[config.mk]
export PLATFORM = sky130hd
export DESIGN_NAME = vfa_sqrt
export DESIGN_NICKNAME = d
export VERILOG_FILES = /design/src/hdl/vector4_fixed_point_alu_assert.svh /design/src/hdl/vfa_pkg.sv /design/src/hdl/vfa_sqrt.sv
export SDC_FILE = /design/constraint.sdc
export NUM_CORES = 2
export LEC_CHECK = 0
export BUFFER_PORTS_ARGS = -buffer_cell sky130_fd_sc_hd__buf_2
export CORE_MARGIN = 4
export CORE_UTILIZATION = 33
export DETAILED_ROUTE_END_ITERATION = 8
export PLACE_DENSITY_LB_ADDON = 0.05
export SKIP_CTS_REPAIR_TIMING = 1
export SLEW_MARGIN = 10
export SYNTH_ARGS = -nofsm -noshare
export SYNTH_HDL_FRONTEND = slang
export SYNTH_MEMORY_MAX_BITS = 65536
export SYNTH_SLANG_ARGS = --single-unit
[constraint.sdc]
create_clock -name clk -period 127.8 [get_ports clk]
set_clock_uncertainty 0.1 [all_clocks]
set_input_delay 25.56 -clock clk [delete_from_list [all_inputs] [get_ports clk]]
set_output_delay 25.56 -clock clk [all_outputs]
set_load 0.005 [all_outputs]
[src/hdl/vector4_fixed_point_alu_assert.svh]
// assertion macros for the vector alu top level
`ifndef VECTOR4_FIXED_POINT_ALU_ASSERT_SVH
`define VECTOR4_FIXED_POINT_ALU_ASSERT_SVH
`ifndef SYNTHESIS
// clocked check, held off while reset is high
`define VFA_ASSERT(lbl, prop, msg) \
  lbl: assert property (@(posedge clk) disable iff (rst) prop) else $error(msg);
// clocked check that also covers the reset cycles
`define VFA_ASSERT_RST(lbl, prop, msg) \
  lbl: assert property (@(posedge clk) prop) else $error(msg);
`else
`define VFA_ASSERT(lbl, prop, msg)
`define VFA_ASSERT_RST(lbl, prop, msg)
`endif
`endif

[src/hdl/vfa_pkg.sv]
// shared types and operation codes for the vector alu
package vfa_pkg;

  // operation codes carried in req_type
  typedef enum logic [3:0] {
    OP_NEG   = 4'd0,
    OP_ADD   = 4'd1,
    OP_SUB   = 4'd2,
    OP_AVG   = 4'd3,
    OP_SCALE = 4'd4,
    OP_LERP  = 4'd5,
    OP_DOT   = 4'd6,
    OP_LEN   = 4'd7,
    OP_DIST  = 4'd8,
    OP_NORM  = 4'd9
  } op_t;

  // control that rides along with every word in the pipeline
  typedef struct packed {
    logic valid;
    op_t  op;
  } tag_t;

endpackage

[src/hdl/vfa_sqrt.sv]
// pipelined integer square root, one result bit per stage
module vfa_sqrt #(
  parameter int VALUE_WIDTH = 32,
  parameter int SIDE_WIDTH  = 8
) (
  input  logic                     clk,
  input  logic                     rst,
  input  logic                     adv,
  input  vfa_pkg::tag_t            tag_i,
  input  logic [2*VALUE_WIDTH+1:0] s_i,
  input  logic [SIDE_WIDTH-1:0]    side_i,
  output vfa_pkg::tag_t            tag_o,
  output logic [VALUE_WIDTH:0]     root_o,
  output logic [SIDE_WIDTH-1:0]    side_o
);
  import vfa_pkg::*;

  localparam int RW = VALUE_WIDTH + 1;
  localparam int SW = 2 * RW;

  tag_t                  tg [RW];
  logic [SW-1:0]         sv [RW];
  logic [RW-1:0]         rt [RW];
  logic [RW:0]           rm [RW];
  logic [SIDE_WIDTH-1:0] sd [RW];

  for (genvar k = 0; k < RW; k++) begin : g_stage
    tag_t                  c_tg;
    logic [SW-1:0]         c_s;
    logic [RW-1:0]         c_r;
    logic [RW:0]           c_m;
    logic [SIDE_WIDTH-1:0] c_sd;
    logic [RW+2:0]         rem2;
    logic [RW+2:0]         trial;
    logic [RW+2:0]         diff;

    if (k == 0) begin : g_first
      assign c_tg = tag_i;
      assign c_s  = s_i;
      assign c_r  = '0;
      assign c_m  = '0;
      assign c_sd = side_i;
    end else begin : g_next
      assign c_tg = tg[k-1];
      assign c_s  = sv[k-1];
      assign c_r  = rt[k-1];
      assign c_m  = rm[k-1];
      assign c_sd = sd[k-1];
    end

    // bring down two radicand bits and try the next root bit
    assign rem2  = {c_m, c_s[SW-1 -: 2]};
    assign trial = {1'b0, c_r, 2'b01};
    assign diff  = rem2 - trial;

    always_ff @(posedge clk) begin
      if (rst) begin
        tg[k].valid <= 1'b0;
      end else if (adv) begin
        tg[k] <= c_tg;
        sv[k] <= c_s << 2;
        sd[k] <= c_sd;
        if (rem2 >= trial) begin
          rt[k] <= {c_r[RW-2:0], 1'b1};
          rm[k] <= diff[RW:0];
        end else begin
          rt[k] <= {c_r[RW-2:0], 1'b0};
          rm[k] <= rem2[RW:0];
        end
      end
    end
  end

  assign tag_o  = tg[RW-1];
  assign root_o = rt[RW-1];
  assign side_o = sd[RW-1];

endmodule

==> reports/summary.md <==
Area share of the largest cell type after synthesis: 67.7%. The run gives 8.8% as the combinational share of power. Across the VDD grid, the largest voltage drop is 10.1 µV. The tools report the length of routed met3 wiring as 10,700 µm. Once placement finished, the instance area stood at 0.144 mm². Setup violations remaining at the end of the flow were counted as 0.

At the later pin of the worst-skew pair, clock insertion delay measures 0.95 ns. The number of different library cells in the post-synthesis netlist is 87. Static timing analysis puts the maximum clock frequency at 32.2 MHz.

The floorplan has 236 rows. Summed over all cells, the static leakage comes to 56.2 nW. The tools report the internal power as 1.83 mW. The area growth from synthesis to layout is 13.7%, and the worst-case reg-to-reg path depth is 11.

The completed layout was analyzed and its total power is 2.41 mW. For this run, the leading register cell type out of synthesis is sky130_fd_sc_hd__edfxtp_1. Entering global routing, the biggest net connects 183 pins. For the gate count of the mapped netlist, the log shows 10,000.

Across the whole layout, storage elements account for 0.0926 mm². The clock network burns 41.0% of the power. Detailed placement finished with a half-perimeter wire length of 221,000 µm.

Once the floorplan was initialized, standard cells occupied 33.1% of the core. The violation count after the first detailed-routing iteration was 5,165; the final worst setup slack was 96.72 ns. Summing all multi-input logic gate instances after layout gives 0.0407 mm². Of all flip-flops after synthesis, the portion carrying an async set or reset was 0%. The run gives 128.24 ns as the endpoint required time on the critical path. The finished cells cover 0.156 mm². By area the synthesized netlist is led by sky130_fd_sc_hd__edfxtp_1, sky130_fd_sc_hd__ha_1, sky130_fd_sc_hd__xor2_1. The first global-routing pass estimated 475,000 µm of wire. Max-capacitance violation count: 0. Net switching is 24.0% of the power. The flop and latch count out of synthesis is 3,083, and the number of antenna violations at the first check in global routing is 11. The most critical setup path has its startpoint at rst.

The tools report the total count of hold-check failures in the final report as 0. TritonCTS built the clock tree. The tools report the worst hold-check slack as 0.286 ns. The y dimension of the die works out to 652 µm.

The setup check on the worst reg-to-reg path leaves a slack of 122.72 ns. Average vias per placed instance: 4.83. The number of enable flip-flop cells after synthesis works out to 3,082. The worst setup path is captured at a flip-flop. The flow ran to the end, and the final reports show no timing, DRC or antenna violations.

The worst setup path is of the input pin to flip-flop kind. The path class of the tightest hold or removal check is flip-flop to flip-flop. The count of nets left with antenna violations once routing finished came out at 0.

The logs give 0 for the number of max-slew violations in the final report and 156,000 µm for the met2 routed wirelength. In the routed design, unresolved DRC markers number 0. The sink count of the clock tree is 3,083, and the netlist area before placement is 0.137 mm². The tools report the depth of the CTS H-tree as 5. The count of port buffers added during placement was 127; the portion of the clock cycle consumed by the worst path in the final layout was 24.3%. The global placer's final weighted congestion is 0.845. STA puts the critical path data arrival time at 31.52 ns.

Worst reg2reg path endpoint: rm[19][27]. STA classifies the critical path startpoint as an input pin. The largest buffer count on any clock path was 4; the clock transition time at the flip-flop clock pins of the worst setup and hold paths was 0.06 ns.

The top cell types in the final layout, fill and taps aside, are sky130_fd_sc_hd__edfxtp_1, sky130_fd_sc_hd__nand2_1, sky130_fd_sc_hd__inv_1, sky130_fd_sc_hd__ha_1, sky130_fd_sc_hd__o21ai_0. For the overall die area, the log shows 0.425 mm². The tools report the total core area as 0.413 mm². In the final routing, the length of wire on met1 measures 132,000 µm.

The routed layout has 78,200 vias. For this run, the detailed router's first-pass iteration total came to 6. The cell type with the largest total area after synthesis is sky130_fd_sc_hd__edfxtp_1.

In this run the top signal layer used is met4. At the pin with the least slew margin, the transition time is 1.16 ns. The part of the total power dissipated in sequential elements came out at 50.2%. The global-route usage over all layers is 14.2%.

The tools report the remaining max-slew budget at the tightest pin as 22.5%. The highest net fanout along the worst path is 143. The post-synth net total was 10,700. The run gives 309,000 µm as the sum of routed wire length over all layers. The CTS buffer count came out at 357. The filler cells instantiated in the layout total 39,200.

Net switching component of the power: 0.578 mW. The total power density per cell area was 15.5 mW/mm². The worst reg2reg path startpoint is rt[18][16]. The tools report the cell chosen for the clock root as sky130_fd_sc_hd__clkbuf_16. The mean post-synth cell area came out at 13.6 µm². After detailed routing, the average wire length per cell comes to 19.1 µm.

The share of synthesized area occupied by flip-flops and latches is 67.7%, and the number of global-route vias before repair is 79,400. The final layout net count was 11,100. The number of primary I/O pins was 128; the number of synthesis warnings was 0. After layout, the minimum clock period comes to 31.08 ns.

OpenSTA, run right after detailed placement, puts the worst setup slack at 95.57 ns. Leftover overflow at the end of global routing: 0. Summed over all failing endpoints, the final setup total negative slack is 0 ns.

Setup repair after global routing left no endpoint under its margin. The most common cell after layout, fill and taps aside is sky130_fd_sc_hd__edfxtp_1. The most critical setup path has its endpoint at sv[0][872]. From left edge to right edge, the die measures 652 µm. Of the cells placed in the final design, the portion with a size suffix greater than 1 is 7.99%.
## cells in the mapped netlist (11+ instances only)
library cell and n:
sky130_fd_sc_hd__edfxtp_1 3082, sky130_fd_sc_hd__nand2_1 760, sky130_fd_sc_hd__inv_1 738, sky130_fd_sc_hd__ha_1 597
sky130_fd_sc_hd__o21ai_0 591, sky130_fd_sc_hd__a21oi_1 522, sky130_fd_sc_hd__nor2_1 521, sky130_fd_sc_hd__xor2_1 461
sky130_fd_sc_hd__xnor2_1 424, sky130_fd_sc_hd__a21o_1 270, sky130_fd_sc_hd__nor3_1 246, sky130_fd_sc_hd__clkbuf_1 182
sky130_fd_sc_hd__nand3_1 135, sky130_fd_sc_hd__nor4_1 134, sky130_fd_sc_hd__nand2b_1 114, sky130_fd_sc_hd__nand4_1 111
sky130_fd_sc_hd__or3_1 105, sky130_fd_sc_hd__o21a_1 96, sky130_fd_sc_hd__nor2b_1 80, sky130_fd_sc_hd__mux2_2 73
sky130_fd_sc_hd__or4_1 63, sky130_fd_sc_hd__o21bai_1 60, sky130_fd_sc_hd__and2_1 59, sky130_fd_sc_hd__a211oi_1 55
sky130_fd_sc_hd__a31oi_1 52, sky130_fd_sc_hd__and3_1 48, sky130_fd_sc_hd__or2_2 47, sky130_fd_sc_hd__o31ai_1 37
sky130_fd_sc_hd__and4_1 29, sky130_fd_sc_hd__o211ai_1 28, sky130_fd_sc_hd__nand3b_1 22, sky130_fd_sc_hd__a21boi_0 20
sky130_fd_sc_hd__nor4b_1 16, sky130_fd_sc_hd__a211o_1 15, sky130_fd_sc_hd__nor3b_1 15, sky130_fd_sc_hd__o2111ai_1 15
sky130_fd_sc_hd__a221oi_1 14, sky130_fd_sc_hd__nand4b_1 12, sky130_fd_sc_hd__o41ai_1 12, sky130_fd_sc_hd__a2111oi_0 11
sky130_fd_sc_hd__buf_1 11
## state kept, by name (all words and copies together) (netlist names)
signal and flops:
sv 1056, rm 1037, rt 561, sd 264, tg 165
## power groups by stage
stage	Sequential, mW	Combinational [mW]	Clock [mW]
3_5_place_dp	1.23	0.213	0
3_3_place_gp	1.23	0.211	0
6_report	1.21	0.211	0.988
2_1_floorplan	1.38	0.159	0
5_1_grt	1.21	0.238	1.07
4_1_cts	1.21	0.214	1.03
## worst max-delay path, stage by stage
cell	delay (ns)
sky130_fd_sc_hd__buf_2	0.12
sky130_fd_sc_hd__nand2b_4	0.43
sky130_fd_sc_hd__inv_8	0.51
sky130_fd_sc_hd__buf_4	0.62
sky130_fd_sc_hd__buf_12	0.65
sky130_fd_sc_hd__buf_12	0.62
sky130_fd_sc_hd__buf_4	0.78
sky130_fd_sc_hd__buf_4	0.84
sky130_fd_sc_hd__buf_4	0.84
## metal layers
metal	vias to the layer above	track usage (%)
li1	38100	-
met1	38200	17.7
met2	1286	25.3
met3	533	1.86
met4	0	4.82
met5	-	0
## worst min path at each step
stage	from	endpoint	slack, ns	cells past startpoint
floorplan	sd[0][92]	sd[0][100]	0.30	0
global placement	sd[0][130]	sd[0][138]	0.30	0
detailed placement	sd[0][173]	sd[0][181]	0.30	0
CTS	sv[0][362]	sv[0][428]	0.29	0
global route	sd[0][11]	sd[0][19]	0.29	0
finish	sv[0][293]	sv[0][359]	0.29	0
## logic make-up (layout without fill, tap and decap cells)
kind of cell / after synthesis / count (layout) / share of synthesized area [%]
flops: 3083 / 3083 / 67.7
simple gates: 2544 / 2544 / 9.21
compound gates: 1916 / 1916 / 8.64
buf+inv: 937 / 1587 / 2.60
xor+xnor: 885 / 885 / 5.67
fa+ha+maj: 597 / 597 / 5.46
mux: 86 / 86 / 0.707
other cells: 0 / 5 / 0
## per-stage QoR
| stage | util (%) | std cells |
|---|---|---|
| after floorplan | - | 10000 |
| after global placement | 34.9 | 15500 |
| after detailed placement | 34.9 | 15500 |
| after CTS | 37.7 | 16200 |
| after global routing | 37.7 | 16200 |
| final | 37.7 | 16200 |
## cell type report
cell class / count / area share (%)
well taps: 5474 / 4.40
flip-flops and latches: 3083 / 59.5
inverters: 738 / 1.79
clock inverters: 206 / 1.32
diodes: 5 / 0.00805
repair buffers: 202 / 0.803
multi-input cells: 6028 / 26.2
clock buffers: 441 / 5.96
Note: power is estimated with default switching activity, not from simulation.
